--- src/rtl/core/crlf_pkg.sv ---
`default_nettype none
package crlf_pkg;

	localparam int BUF_DEPTH = 32;
	localparam int ADDR_W    = (BUF_DEPTH > 1) ? $clog2(BUF_DEPTH) : 1;
	localparam int COUNT_W   = 6;

	localparam logic [1:0] ACT_BYTE = 2'd0;
	localparam logic [1:0] ACT_POLL = 2'd1;
	localparam logic [1:0] ACT_READ = 2'd2;

	localparam logic [7:0] HDR_BYTE = 8'hFA;
	localparam logic [7:0] CR_BYTE  = 8'h0D;
	localparam logic [7:0] LF_BYTE  = 8'h0A;

	localparam logic [COUNT_W-1:0] DEPTH_C = COUNT_W'(BUF_DEPTH);

	typedef struct packed {
		logic              en;
		logic [ADDR_W-1:0] addr;
		logic [7:0]        data;
	} wr_t;

endpackage
`default_nettype wire

--- src/rtl/core/crlf_if.sv ---
`default_nettype none
interface crlf_in_if;
	logic       valid;
	logic       ready;
	logic [1:0] action;
	logic [7:0] rx_byte;
	logic [4:0] read_index;

	modport source (output valid, action, rx_byte, read_index, input ready);
	modport sink   (input valid, action, rx_byte, read_index, output ready);
endinterface

interface crlf_out_if;
	logic       valid;
	logic       ready;
	logic       frame_done;
	logic [5:0] frame_length;
	logic [7:0] read_data;

	modport source (output valid, frame_done, frame_length, read_data, input ready);
	modport sink   (input valid, frame_done, frame_length, read_data, output ready);
endinterface
`default_nettype wire

--- src/rtl/core/crlf_store.sv ---
`default_nettype none
module crlf_store
	import crlf_pkg::*;
(
	input  wire logic              clk,
	input  wire logic              arst_n,
	input  wire wr_t               wr,
	input  wire logic              rd_en,
	input  wire logic [ADDR_W-1:0] rd_addr,
	output logic      [7:0]        rd_data
);

	logic [7:0]           mem [BUF_DEPTH];
	logic [BUF_DEPTH-1:0] valid_q;
	logic [7:0]           rd_raw_q;
	logic                 rd_valid_q;

	always_ff @(posedge clk) begin
		if (wr.en) begin
			mem[wr.addr] <= wr.data;
		end
		if (rd_en) begin
			rd_raw_q <= mem[rd_addr];
		end
	end

	// Entries never written since reset read as zero.
	always_ff @(posedge clk or negedge arst_n) begin
		if (!arst_n) begin
			valid_q    <= '0;
			rd_valid_q <= 1'b0;
		end else begin
			if (wr.en) begin
				valid_q[wr.addr] <= 1'b1;
			end
			if (rd_en) begin
				rd_valid_q <= valid_q[rd_addr];
			end
		end
	end

	assign rd_data = rd_valid_q ? rd_raw_q : 8'h00;

endmodule
`default_nettype wire

--- src/rtl/core/crlf_ctrl.sv ---
`default_nettype none
module crlf_ctrl
	import crlf_pkg::*;
(
	input  wire logic               clk,
	input  wire logic               arst_n,
	input  wire logic               accept,
	input  wire logic [1:0]         action,
	input  wire logic [7:0]         rx_byte,
	output wr_t                     wr,
	output logic                    done,
	output logic      [COUNT_W-1:0] length
);

	logic [COUNT_W-1:0] count_q, count_d;
	logic               cr_q, cr_d;
	logic               complete_q, complete_d;

	always_comb begin
		count_d    = count_q;
		cr_d       = cr_q;
		complete_d = complete_q;
		wr.en      = 1'b0;
		wr.addr    = count_q[ADDR_W-1:0];
		wr.data    = rx_byte;
		done       = 1'b0;
		case (action)
			ACT_BYTE: begin
				if (complete_q) begin
					count_d = count_q;
				end else if (cr_q) begin
					if (rx_byte == LF_BYTE) begin
						complete_d = 1'b1;
					end else begin
						count_d = '0;
						cr_d    = 1'b0;
					end
				end else if (rx_byte == CR_BYTE) begin
					cr_d = 1'b1;
				end else if (count_q >= DEPTH_C) begin
					count_d = '0;
				end else begin
					wr.en = accept;
					// A stored count above zero means entry 0 already holds the header.
					if (count_q == '0 && rx_byte != HDR_BYTE) begin
						count_d = '0;
					end else begin
						count_d = count_q + 1'b1;
					end
				end
			end
			ACT_POLL: begin
				if (complete_q) begin
					done       = 1'b1;
					count_d    = '0;
					cr_d       = 1'b0;
					complete_d = 1'b0;
				end
			end
			default: begin
				count_d = count_q;
			end
		endcase
	end

	assign length = count_q;

	always_ff @(posedge clk or negedge arst_n) begin
		if (!arst_n) begin
			count_q    <= '0;
			cr_q       <= 1'b0;
			complete_q <= 1'b0;
		end else if (accept) begin
			count_q    <= count_d;
			cr_q       <= cr_d;
			complete_q <= complete_d;
		end
	end

endmodule
`default_nettype wire

--- src/rtl/core/crlf_frame_receiver.sv ---
// Collects received bytes into a 32-entry frame buffer. A frame must start with
// header byte 0xFA and ends with CR followed by LF, which are not stored. Each
// accepted word carries an action: store a byte, poll (reports and clears a
// complete frame), or read one stored byte. Exactly one result word follows
// each input word. One word is accepted every cycle while the result output is
// not stalled; the result appears in the cycle after acceptance, from an output
// register fed by the registered buffer memory read. The frame state updates
// within the accepting cycle, so consecutive words never wait on each other.
`default_nettype none
module crlf_frame_receiver
	import crlf_pkg::*;
(
	input wire logic  clk,
	input wire logic  arst_n,
	crlf_in_if.sink   item,
	crlf_out_if.source result
);

	logic               accept;
	wr_t                wr;
	logic               done;
	logic [COUNT_W-1:0] length;
	logic [COUNT_W-1:0] idx_ext;
	logic               rd_sel;
	logic [7:0]         rd_data;

	logic               valid_s1;
	logic               done_s1;
	logic [COUNT_W-1:0] length_s1;
	logic               rd_sel_s1;

	assign item.ready = !valid_s1 || result.ready;
	assign accept     = item.valid && item.ready;

	assign idx_ext = COUNT_W'(item.read_index);
	assign rd_sel  = (item.action == ACT_READ) && (idx_ext < DEPTH_C);

	crlf_ctrl u_ctrl (
		.clk     (clk),
		.arst_n  (arst_n),
		.accept  (accept),
		.action  (item.action),
		.rx_byte (item.rx_byte),
		.wr      (wr),
		.done    (done),
		.length  (length)
	);

	crlf_store u_store (
		.clk     (clk),
		.arst_n  (arst_n),
		.wr      (wr),
		.rd_en   (accept),
		.rd_addr (idx_ext[ADDR_W-1:0]),
		.rd_data (rd_data)
	);

	always_ff @(posedge clk or negedge arst_n) begin
		if (!arst_n) begin
			valid_s1 <= 1'b0;
		end else if (item.ready) begin
			valid_s1 <= item.valid;
		end
	end

	always_ff @(posedge clk) begin
		if (accept) begin
			done_s1   <= done;
			length_s1 <= length;
			rd_sel_s1 <= rd_sel;
		end
	end

	assign result.valid        = valid_s1;
	assign result.frame_done   = done_s1;
	assign result.frame_length = length_s1;
	assign result.read_data    = rd_sel_s1 ? rd_data : 8'h00;

endmodule
`default_nettype wire
--- src/flat_wrapper.sv ---
// flat-port wrapper written by rule: the top's interface ports become plain ports
module crlf_frame_receiver_flat import crlf_pkg::*;
  (clk, arst_n, item_valid, item_action, item_rx_byte, item_read_index, item_ready, result_valid, result_frame_done, result_frame_length, result_read_data, result_ready);
  crlf_in_if item_i ();
  crlf_out_if result_i ();
  input wire logic clk;
  input wire logic arst_n;
  input wire logic [$bits(item_i.valid)-1:0] item_valid;
  input wire logic [$bits(item_i.action)-1:0] item_action;
  input wire logic [$bits(item_i.rx_byte)-1:0] item_rx_byte;
  input wire logic [$bits(item_i.read_index)-1:0] item_read_index;
  output wire logic [$bits(item_i.ready)-1:0] item_ready;
  output wire logic [$bits(result_i.valid)-1:0] result_valid;
  output wire logic [$bits(result_i.frame_done)-1:0] result_frame_done;
  output wire logic [$bits(result_i.frame_length)-1:0] result_frame_length;
  output wire logic [$bits(result_i.read_data)-1:0] result_read_data;
  input wire logic [$bits(result_i.ready)-1:0] result_ready;
  assign item_i.valid = item_valid;
  assign item_i.action = item_action;
  assign item_i.rx_byte = item_rx_byte;
  assign item_i.read_index = item_read_index;
  assign item_ready = item_i.ready;
  assign result_valid = result_i.valid;
  assign result_frame_done = result_i.frame_done;
  assign result_frame_length = result_i.frame_length;
  assign result_read_data = result_i.read_data;
  assign result_i.ready = result_ready;
  crlf_frame_receiver u_core (.clk(clk), .arst_n(arst_n), .item(item_i), .result(result_i));
endmodule
--- config.mk ---
export PLATFORM = sky130hd
export DESIGN_NAME = crlf_frame_receiver_flat
export DESIGN_NICKNAME = d
export VERILOG_FILES = /design/src/rtl/core/crlf_pkg.sv /design/src/rtl/core/crlf_if.sv /design/src/rtl/core/crlf_store.sv /design/src/rtl/core/crlf_ctrl.sv /design/src/rtl/core/crlf_frame_receiver.sv /design/src/flat_wrapper.sv
export SDC_FILE = /design/constraint.sdc
export NUM_CORES = 1
export LEC_CHECK = 0
export ABC_AREA = 0
export BUFFER_PORTS_ARGS = -buffer_cell sky130_fd_sc_hd__buf_4
export CORE_MARGIN = 3
export CORE_UTILIZATION = 33
export CTS_CLUSTER_SIZE = 14
export DETAILED_ROUTE_END_ITERATION = 10
export GPL_ROUTABILITY_DRIVEN = 1
export GPL_TIMING_DRIVEN = 0
export PLACE_DENSITY = 0.54
export RECOVER_POWER = 50
export SYNTH_ARGS = -nofsm -noshare
export SYNTH_HDL_FRONTEND = slang
export SYNTH_HIERARCHICAL = 1
export SYNTH_SLANG_ARGS = --single-unit
--- constraint.sdc ---
create_clock -name clk -period 2.6 [get_ports clk]
set_input_delay 0.13 -clock clk [delete_from_list [all_inputs] [get_ports clk]]
set_output_delay 0.13 -clock clk [all_outputs]
set_load 0.05 [all_outputs]
---- Word-level counts from Yosys, hierarchy flattened ----
Memories as Yosys holds them, arrays and structs flattened. A register that Yosys moved wholly into a read port is not among the register bits.
Cells that the tools add are included.
Widths: inputs -> output; s select.
storage, ports and cells
  bits in latches ......................... 0
  ROM bits ................................ 0
  input port bits ......................... 19
  logic and storage cells ................. 69
  RAM bits ................................ 256
  register bits after elaboration ......... 50
  memories kept ........................... 1
  output and inout bits ................... 17
memories
  name                words  width  rd ports  clocked after memory_dff  write ports  RTL line          RTL
  u_core.u_store.mem  32     8      1         1                         1            crlf_store.sv:13  logic [7:0] mem [BUF_DEPTH];
cells by class
  reduce and logical (&&, ||, !) cells .... 12
  $add $sub $neg .......................... 1
  shift operators ......................... 0
  bitwise gates (word level) .............. 1
  equal/unequal tests ..................... 9
  divide/modulo/power cells ............... 0
  multipliers ............................. 0
  magnitude comparators ................... 5
  mux-type cells .......................... 31
operator list
  kind                 number
  $mux 6               7
  $or 32x32->32        1
  $lt 5x6->1 const B   3
  $mux 1               17
  $eq 8x4->1 const B   2
  $mux 8               2
  $pmux 6 s2           1
  $ne 8x8->1 const B   1
  $add 6x1->6 const B  1
  $ge 6x6->1 const B   1
  $logic_not 6->1      1
  $ne 3x3->1 const B   2
  $reduce_and 6->1     1
  $bmux 1 s5           1
  $demux 1 s5          1
  $ge 5x1->1 const B   1
  $logic_and 1x1->1    4
  $ne 2x2->1 const B   2
  $pmux 1 s2           2
  $reduce_and 4->1     1
  $eq 2x1->1 const B   1
  $eq 2x2->1 const B   1
  $logic_not 2->1      1
  $reduce_and 2->1     1
  other kinds (3)      3

---- Longest topological paths before layout ----
Gate-level depths: netlist (run 1).
  word-level depth ........................ 10
  depth in mapped cells ................... 9
  depth with buffers taken out ............ 8

---- Cells and area by module ----
The synthesis (run 1) kept the hierarchy.
by module, submodules not included
  module               area each (µm²)  cells an instance  times used
  crlf_store           11524.8          533                1
  crlf_ctrl            696.9            77                 1
  crlf_frame_receiver  350.3            21                 1

---- Worst setup path after synthesis (run 1) ----
Ideal clock, no wire load.
  path type ............................... register -> register
  from .................................... register u_core.valid_s1, in the netlist u_core/result.valid
  to ...................................... memory u_core.u_store.mem[0][0], enable pin
  arrival ................................. 2756 ps
  path slack .............................. -529 ps
  period minus slack after synthesis ...... 3129 ps
  cell stages (with the launch flop) ...... 9
  path buffers ............................ 1
  cell sequence ........................... dfrtp_1 -> nand2b_4 -> and2_4 -> nor2b_1 -> nand3_1 -> a31oi_1 -> or3b_2 -> clkbuf_1 -> nor2_1
RTL lines
  element                 RTL line                   RTL
  start, declared         crlf_frame_receiver.sv:27  logic valid_s1;
  start signal, assigned  crlf_frame_receiver.sv:62  valid_s1 <= item.valid;
  end, declared           crlf_store.sv:13

==> flow_summary_export.csv, run 1 <==
group,metric,value,unit
critical_path,cp_num_buf_inv,2,
synthesis,synth-xor-area-share,0,
critical_path,slowest_stage,"dfrtp_2",
place,numPortBuffers,33,
floorplanning,dieArea,40500,um^2
floorplanning,core_area,37000,um^2
sta,clock.fmax,0.414,GHz
cts,clkSinkCount,314,
route,drc,0,
critical_path,rr_startpoint,"u_core/result.valid",
route,wl,28200,um
pwr,ir_drop,0.461,mV
sta,final_max_slew_viol_count,198,
critical_path,arrival,2.62,ns
synthesis,synth-simple-area-share,0.0649,
hold_path,min_path_cells,5,
synthesis,ys_seq_elements,314,
layout,n_antenna_cell,0,
status,status,"finished with violations",
sta,setup_viol,0,
pwr,p_seq_frac,0.494,
sta,holdWs,0.112,ns
pwr,pwr-share-comb,0.085,
cts,cts_buffer_depth,3,
floorplanning,die_h,201,um
route,antenna_left,0,
route,wl_per_cell,22.5,um
synthesis,syn_inst,631,
status,violations,"capacitance limit, slew limit",
global_routing,grt_max_degree,43,
sta,hold_violations,0,
synthesis,synth_edf_count,272,
synthesis,syn_area_per_cell,19.9,um^2
sta,fin_crit,2.42,ns
critical_path,critPathLaunchType,"register",
place,dpl_worst_slack,-0.604,ns
critical_path,crit_family,"simple AND/OR/NAND/NOR gates",
synthesis,synth_adder_area_share,0.00199,
layout,regArea,9220,um^2
floorplanning,start_util,0.339,
synthesis,yosysSeqAreaShare,0.733,
cts,cts_tree,"built",
layout,final_cells,1252,
synthesis,synth_cell_type_count,45,
route,dr.pass1.iters,5,
synthesis,synth_fp_nets,652,
pwr,pwr_density_cell,770,nW/um^2
sta,setup_ws,0.182,ns
global_routing,grt_overflow,0,
pwr,power.switching,2550,uW
layout,final_common_cell,"edfxtp_1",
layout,nNetsFinal,743,
sta,tightest_slew,1.69,ns
sta,rsz0062_at_grt,"false",
critical_path,startpoint,"u_core/result.valid",
global_routing,antenna_found_initial,0,
synthesis,yosys_warnings,6,
sta,relSlewSlack,-0.124,
synthesis,synth_compound_area_frac,0.0171,
floorplanning,row_count,70,
critical_path,r2r_slack,0.18,ns
place,gp_congestion,0.814,
layout,multi_input_area,3370,um^2
critical_path,path_cells,"nand2b_4, and2_4, nor2b_4, nand3_2, a31oi_4, or3b_4, clkbuf_16, nor2_4, buf_12",
cts,clk_latency,0.50,ns
layout,syn2layout_area_growth,19.9,%
hold_path,hold_class,"in -> reg",
global_routing,grt_pass1_wl,42700,um
global_routing,track_usage,0.140,
critical_path,cp_num_cells,9,
layout,final_cell_mix,"edfxtp_1 (272), mux4_2 (80), dfrtp_1 (41)",
critical_path,critPathRequiredTime,2.80,ns
cts,cts_buffers,34,
critical_path,r2r.worst_path.cells,9,
cts,ctsRootBufferMaster,"clkbuf_16",
synthesis,synth_mux_area_frac,0.164,
route,routed-via-count,6202,
synthesis,synth_top_family_by_area,"multiplexers",
cts,htree_levels,2,
critical_path,cp-end-kind,"register",
sta,skew,0.0174,ns
job,cap_viol_max_count,7,
route,viasPerCell,4.95,
pwr,power.leakage,0.00506,uW
critical_path,criticalPathCategory,"reg -> reg",
layout,final_layout_size_suffix_gt1_frac,0.362,
sta,period_share,0.930,
critical_path,crit_path_end,"u_core/u_store/mem[12][7]",
floorplanning,ioPinCount,36,
floorplanning,chipWidth,201,um
cts,clk_pin_slew,0.06,ns
place,dp_hpwl,18500,um
synthesis,ys.flop_type,"edfxtp_1",
synthesis,async_reset_ff_frac,0.134,
route,drt_iter0_markers,442,
layout,n_fill_cell,3303,
pwr,clockPowerShare,0.421,
place,dp_cells,1168,
critical_path,critPathMaxStageDelay,0.43,ns
synthesis,synth_area,12600,um^2
pwr,internal_power,9060,uW
critical_path,critPathMaxFanout,8,
critical_path,regToRegEndpoint,"u_core/u_store/mem[12][7]",
global_routing,grt_pass1_vias,6622,
pwr,switching_share,0.220,
[synth_stat cells (5+ instances only)]
cell	n	area [um^2]
nand2_1	10	37.5
dfrtp_1	42	1050
mux2_2	9	101
and2_1	17	106
buf_2	7	35.0
edfxtp_1	272	8170
nor2b_1	7	43.8
mux2i_1	16	160
buf_4	20	150
nand3_1	6	30.0
or2_2	32	200
a21oi_1	5	25.0
mux4_2	80	1800
nand3b_1	5	37.5
nor2_1	43	161
clkbuf_1	9	33.8
[timing repair]
item                                    CTS  global route
setup buffers                            14             1
cloned                                    1             0
hold buffers                              6             0
pin swaps                                13             1
endpoints found under the setup margin  281           127
gates resized for setup                  43             0
hold endpoints to repair                 46             0
[flip-flops by register name, indices dropped and copies added, names as in the netlist]
| register | cells |
|---|---|
| u_core/u_ctrl/complete_q | 1 |
| u_core/result.valid | 1 |
| u_core/u_store/mem | 256 |
| u_core/u_store/rd_valid_q | 1 |
| u_core/result.frame_length | 6 |
| u_core/result.frame_done | 1 |
| u_core/u_ctrl/cr_q | 1 |
| u_core/rd_sel_s1 | 1 |
| u_core/u_ctrl/length | 6 |
| u_core/u_store/rd_raw_q | 8 |
| u_core/u_store/valid_q | 32 |
[worst min path at each step]
stage          slack [ns]          startpoint                         to
2_1_floorplan       -0.17              arst_n        u_core/result.valid
3_3_place_gp         0.14              arst_n   u_core/u_ctrl/complete_q
3_5_place_dp         0.16              arst_n         u_core/u_ctrl/cr_q
4_1_cts              0.08  item_read_index[4]  u_core/u_store/rd_valid_q
5_1_grt              0.12  item_read_index[4]  u_core/u_store/rd_valid_q
6_report             0.11  item_read_index[4]  u_core/u_store/rd_valid_q
[per-layer routing]
layer	global-route usage	up-vias	part of all wire
li1	-	2721	-
met1	0.202	3273	0.46
met2	0.222	169	0.47
met3	0.0288	39	0.054
met4	0.0307	0	0.018
met5	0	-	0
[logic make-up (layout without fill, tap and decap cells)]
family | Yosys count | count (layout)
fa+ha+maj | 2 | 2
mux | 105 | 105
flops | 314 | 314
simple gates | 142 | 143
buf+inv | 40 | 156
compound gates | 28 | 28
[worst reg2reg max path, delay by kind of cell, from the launching register on]
kind	cells	cell delay, ns
AO/OA/AOI/OAI	1	0.24
flip-flops	1	0.43
AND/OR/NAND/NOR	6	1.12
buffers and inverters	2	0.34
[power by group through the flow]
stage	sequential, uW	clock, uW	combinational, uW
4_1_cts	5730	5010	1020
5_1_grt	5750	5220	1070
3_5_place_dp	5830	0	955
6_report	5730	4890	992
3_3_place_gp	5820	0	930
2_1_floorplan	5840	0	614
[through the flow]
stage	util	area [um^2]	total power, uW	setup TNS (ns)
2_1_floorplan	-	12700	6450	0
3_3_place_gp	0.366	13600	6750	-95.60
3_5_place_dp	0.366	13600	6780	-117.54
4_1_cts	0.409	15200	11800	0
5_1_grt	0.407	15100	12000	0
6_report	0.407	15100	11600	0
[area by class of cell]
class / count / area share
well taps: 504 / 0.0418
inverters: 4 / 0.000996
clock inverters: 17 / 0.0125
flip-flops and latches: 314 / 0.612
multi-input cells: 278 / 0.224
clock buffers: 45 / 0.0641
repair buffers: 54 / 0.0312
plain buffers: 36 / 0.0139
Power figures use the tool's default switching activity.
==> run 2, diff against run 1 <==
- SETUP_SLACK_MARGIN: default -> 0.4
==> flow_summary_export.csv, run 2 (synthesized netlist as in run 1, its figures left out) <==
group,metric,value,unit
critical_path,criticalPathCategory,"reg -> reg",
sta,final_max_slew_viol_count,198,
cts,clkSinkCount,314,
status,violations,"capacitance limit, slew limit",
layout,nNetsFinal,762,
layout,postLayoutCellArea,15400,um^2
floorplanning,row_count,70,
pwr,p_seq_frac,0.501,
sta,period_share,0.857,
global_routing,antenna_found_initial,0,
place,dp_hpwl,18400,um
route,wl_per_cell,22.5,um
sta,fin_crit,2.23,ns
sta,rsz0062_at_grt,"true",
route,viasPerCell,5.01,
critical_path,critPathMaxFanout,9,
global_routing,grt_overflow,0,
global_routing,track_usage,0.142,
route,routed-via-count,6352,
sta,tightest_slew,1.69,ns
cts,cts_tree,"built",
sta,setup_tns,0,ns
status,status,"finished with violations",
critical_path,critPathLaunchType,"register",
layout,top_regs,"u_core/u_store/mem: 256 flops, u_core/u_store/valid_q: 32 flops, u_core/u_store/rd_raw_q: 8 flops",
global_routing,grt_pass1_vias,6710,
pwr,switching_share,0.223,
floorplanning,chipWidth,201,um
layout,final_cell_mix,"edfxtp_1 (272), mux4_2 (80), clkbuf_1 (42)",
route,wl,28600,um
floorplanning,core_area,37000,um^2
floorplanning,dieArea,40500,um^2
layout,n_fill_cell,3224,
cts,clk_pin_slew,0.06,ns
critical_path,cp-end-kind,"register",
cts,ctsRootBufferMaster,"clkbuf_16",
pwr,clockPowerShare,0.410,
layout,final_common_cell,"edfxtp_1",
layout,syn2layout_area_growth,22.3,%
global_routing,grt_pass1_wl,43100,um
floorplanning,start_util,0.339,
sta,relSlewSlack,-0.125,
route,antenna_left,0,
critical_path,arrival,2.44,ns
pwr,power.leakage,0.00517,uW
sta,clock.fmax,0.449,GHz
pwr,power.switching,2560,uW
floorplanning,die_h,201,um
pwr,internal_power,8900,uW
global_routing,grt_max_degree,43,
place,gp_congestion,0.806,
cts,cts_buffer_depth,3,
sta,skew,0.0119,ns
sta,setup_viol,0,
layout,top_register,"u_core/u_store/mem",
pwr,pwr_density_cell,745,nW/um^2
sta,hold_violations,0,
place,place_area,13600,um^2
place,numPortBuffers,33,
cts,cts_buffers,35,
route,drc,0,
floorplanning,ioPinCount,36,
cts,clk_latency,0.50,ns
route,dr.pass1.iters,5,
critical_path,critPathRequiredTime,2.81,ns
pwr,ir_drop,0.433,mV
layout,final_layout_size_suffix_gt1_frac,0.378,
route,drt_iter0_markers,545,
cts,htree_levels,2,
layout,multi_input_area,3400,um^2
layout,largest_reg_flops,256,
hold_path,hold_class,"in -> reg",
layout,regArea,9220,um^2
pwr,pwr-share-comb,0.089,
job,cap_viol_max_count,7,
run 2: changes by cell type in the layout (fill, tap and decap cells not counted), moves of 2 or more:
cell	previous run	this run
nor2_4	25	33
buf_12	9	24
buf_4	34	38
bufinv_16	4	2
dlygate4sd3_1	6	4
clkbuf_1	39	42
clkinv_1	5	3
nor2_2	8	0
run 2: power groups by stage:
stage          sequential, uW  clock (uW)  combinational, uW
6_report                 5740        4700               1010
5_1_grt                  5750        5030               1090
4_1_cts                  5730        4820               1030
3_5_place_dp             5830           0                967
3_3_place_gp             5820           0                940
2_1_floorplan            5840           0                623
run 2: through the flow:
stage                     total power (uW)  hold slack [ns]  utilization  setup slack (ns)  cells
after floorplan                       6460           -0.166            -            0.0140    631
after global placement                6760            0.152        0.367            -0.501   1168
after detailed placement              6790            0.159        0.367            -0.590   1168
after CTS                            11600          0.00999        0.413             0.322   1258
after global routing                 11900            0.119        0.415             0.296   1268
final                                11500            0.108        0.415             0.373   1269
run 2: path summary, 6_finish.rpt:
check | end | slack [ns] | from | cells after the start
setup / recovery | u_core/u_store/mem[16][5] | 0.37 | u_core/result.valid | 9
hold / removal | u_core/u_store/rd_valid_q | 0.11 | item_read_index[4] | 5
setup reg to reg | u_core/u_store/mem[16][5] | 0.37 | u_core/result.valid | 9
hold reg to reg | u_core/u_store/valid_q[29] | 0.47 | u_core/u_store/valid_q[29] | 1
max in group asynchronous | u_core/result.valid | 1.46 | arst_n | 2
min in group asynchronous | u_core/u_ctrl/complete_q | 0.38 | arst_n | 2
run 2: routing by layer:
metal,vias up,part of all wire,global-route usage
li1,2763,-,-
met1,3359,0.45,0.206
met2,186,0.47,0.223
met3,44,0.063,0.0277
met4,0,0.019,0.0321
met5,-,0,0
run 2: area by class of cell:
cell class,count,area share
clock buffer,48,0.0642
sequential,314,0.600
multi-input combinational,278,0.222
clock inverter,12,0.00733
buffer,36,0.0138
timing repair buffer,72,0.0510
antenna,1,0.000163
inverter,4,0.000977
tap,504,0.0410
run 2: repair_timing:
item / CTS / global route
endpoints found under the setup margin: 288 / 207
endpoints found under the hold margin: 46 / 0
resized for setup: 43 / 2
setup buffers: 25 / 10
hold buffers: 4 / 0
cloned: 1 / 0
pin swaps: 19 / 12
run 2: worst max-delay path, cell delays in order (launching register included):
cell       delay (ns)
dfrtp_2          0.41
nand2b_2         0.08
and2_4           0.16
nor2b_4          0.15
nand3_2          0.08
a31oi_4          0.16
or3b_4           0.40
clkbuf_16        0.20
nor2_4           0.14
buf_12           0.14
==> run 3, diff against run 2 <==
- clock period: 2.6 -> 1.9 ns (I/O delays scaled with it)
==> flow_summary_export.csv, run 3 (synthesized netlist as in run 1, its figures left out) <==
group,metric,value,unit
sta,setup_ws,-0.368,ns
sta,hold_violations,0,
critical_path,path_cells,"nand2b_4, and2_4, nor2b_4, nand3_2, a31oi_4, or3b_4, clkbuf_16, nor2_4, clkbuf_16",
hold_path,hold_class,"in -> reg",
cts,cts_buffer_depth,3,
sta,relSlewSlack,-0.122,
layout,final_common_cell,"edfxtp_1",
cts,clk_latency,0.50,ns
route,dr.pass1.iters,6,
status,status,"finished with violations",
place,gp_congestion,0.858,
floorplanning,die_h,201,um
place,dp_hpwl,18600,um
layout,final_cells,1319,
sta,clock.fmax,0.441,GHz
global_routing,grt_max_degree,43,
global_routing,grt_overflow,0,
layout,largest_reg_flops,256,
floorplanning,core_area,37000,um^2
layout,nNetsFinal,810,
layout,n_antenna_cell,0,
layout,final_util,0.443,
place,place_area,13700,um^2
layout,syn2layout_area_growth,30.5,%
floorplanning,ioPinCount,36,
global_routing,grt_pass1_wl,44800,um
route,antenna_left,0,
floorplanning,start_util,0.339,
cts,htree_levels,2,
layout,top_regs,"u_core/u_store/mem: 256 flops, u_core/u_store/valid_q: 32 flops, u_core/u_store/rd_raw_q: 8 flops",
critical_path,slowest_stage,"dfrtp_2",
route,wl_per_cell,22.9,um
critical_path,cp_common_cell,"clkbuf_16",
floorplanning,chipWidth,201,um
status,violations,"capacitance limit, slew limit, setup timing",
critical_path,critPathLaunchType,"register",
cts,cts_buffers,34,
route,wl,30200,um
critical_path,criticalPathCategory,"reg -> reg",
critical_path,critPathMaxStageDelay,0.42,ns
sta,period_share,1.19,
global_routing,antenna_found_initial,0,
sta,tightest_slew,1.68,ns
place,dp_cells,1168,
pwr,power.leakage,0.00570,uW
critical_path,arrival,2.49,ns
global_routing,use_met1,0.208,
sta,setup_viol,295,
cts,clkSinkCount,314,
route,viasPerCell,5.03,
job,cap_viol_max_count,7,
pwr,ir_drop,0.494,mV
sta,rsz0062_at_grt,"true",
route,drc,0,
global_routing,grt_use_met2,0.239,
place,numPortBuffers,33,
global_routing,track_usage,0.147,
critical_path,critPathMaxFanout,8,
sta,skew,0.00962,ns
layout,final_layout_size_suffix_gt1_frac,0.458,
cts,cts_tree,"built",
floorplanning,dieArea,40500,um^2
sta,final_max_slew_viol_count,198,
pwr,pwr_density_cell,965,nW/um^2
global_routing,use_met3,0.0278,
layout,top_register,"u_core/u_store/mem",
cts,clk_pin_slew,0.06,ns
critical_path,cp_num_buf_inv,2,
critical_path,cp-end-kind,"register",
route,drt_iter0_markers,543,
global_routing,grt_pass1_vias,6988,
floorplanning,row_count,70,
global_routing,top_usage_layer,"met2",
sta,fin_crit,2.27,ns
layout,postLayoutCellArea,16400,um^2
cts,ctsRootBufferMaster,"clkbuf_16",
critical_path,critPathRequiredTime,2.12,ns
layout,final_cell_mix,"edfxtp_1 (272), mux4_2 (80), clkbuf_16 (42), buf_12 (42), dfrtp_1 (40)",
route,routed-via-count,6633,
critical_path,crit_family,"simple AND/OR/NAND/NOR gates",
==> run 3: final cells by class <==
cell class,count,area [um^2]
Buffer,36,329
Clock buffer,46,980
Clock inverter,16,109
Fill cell,3087,20600
Inverter,4,15.0
Multi-Input combinational cell,279,3530
Sequential cell,314,9220
Tap cell,504,631
Timing Repair Buffer,120,1600
==> run 3: through the flow <==
stage | setup WS [ns] | TNS (ns) | total power (uW) | hold slack (ns)
final | -0.368 | -74.97 | 15800 | 0.0542
after CTS | -0.339 | -72.23 | 15900 | 0.00373
after global routing | -0.440 | -95.10 | 16400 | 0.0206
after global placement | -1.22 | -294.89 | 9290 | 0.120
after detailed placement | -1.31 | -308.50 | 9330 | 0.127
after floorplan | -0.686 | -183.09 | 8870 | -0.201
==> run 3: routing by layer <==
metal | vias up | wire length (um)
met3 | 29 | 1740
met1 | 3558 | 13300
met5 | - | 0
met2 | 180 | 14600
li1 | 2866 | -
met4 | 0 | 445
==> run 3: final timing paths <==
kind / startpoint / cells past startpoint / slack (ns) / to
setup / recovery: u_core/result.valid / 9 / -0.37 / u_core/u_store/mem[12][4]
hold / removal: item_action[0] / 2 / 0.05 / u_core/rd_sel_s1
setup reg to reg: u_core/result.valid / 9 / -0.37 / u_core/u_store/mem[12][4]
hold reg to reg: u_core/u_store/valid_q[2] / 1 / 0.46 / u_core/u_store/valid_q[2]
max in group asynchronous: arst_n / 2 / 1.32 / u_core/u_store/rd_valid_q
min in group asynchronous: arst_n / 2 / 0.12 / u_core/u_ctrl/complete_q
==> run 3: where the power goes <==
part | switching (uW) | internal (uW)
registers | 125 | 7720
logic | 905 | 742
clock network | 2570 | 3770
total | 3600 | 12200
==> run 3: worst reg2reg max path, delay by kind of cell (launching register included) <==
kind            cells  cell delay (ns)
compound gates      1             0.18
buf+inv             2             0.37
flops               1             0.42
simple gates        6             1.03
==> run 3: what timing repair did <==
item	CTS	global route
hold endpoints to repair	46	0
setup endpoints to repair	310	311
hold buffers	5	0
pin swaps	33	20
gates cloned	5	1
gates resized for setup	81	62
setup buffers	69	9
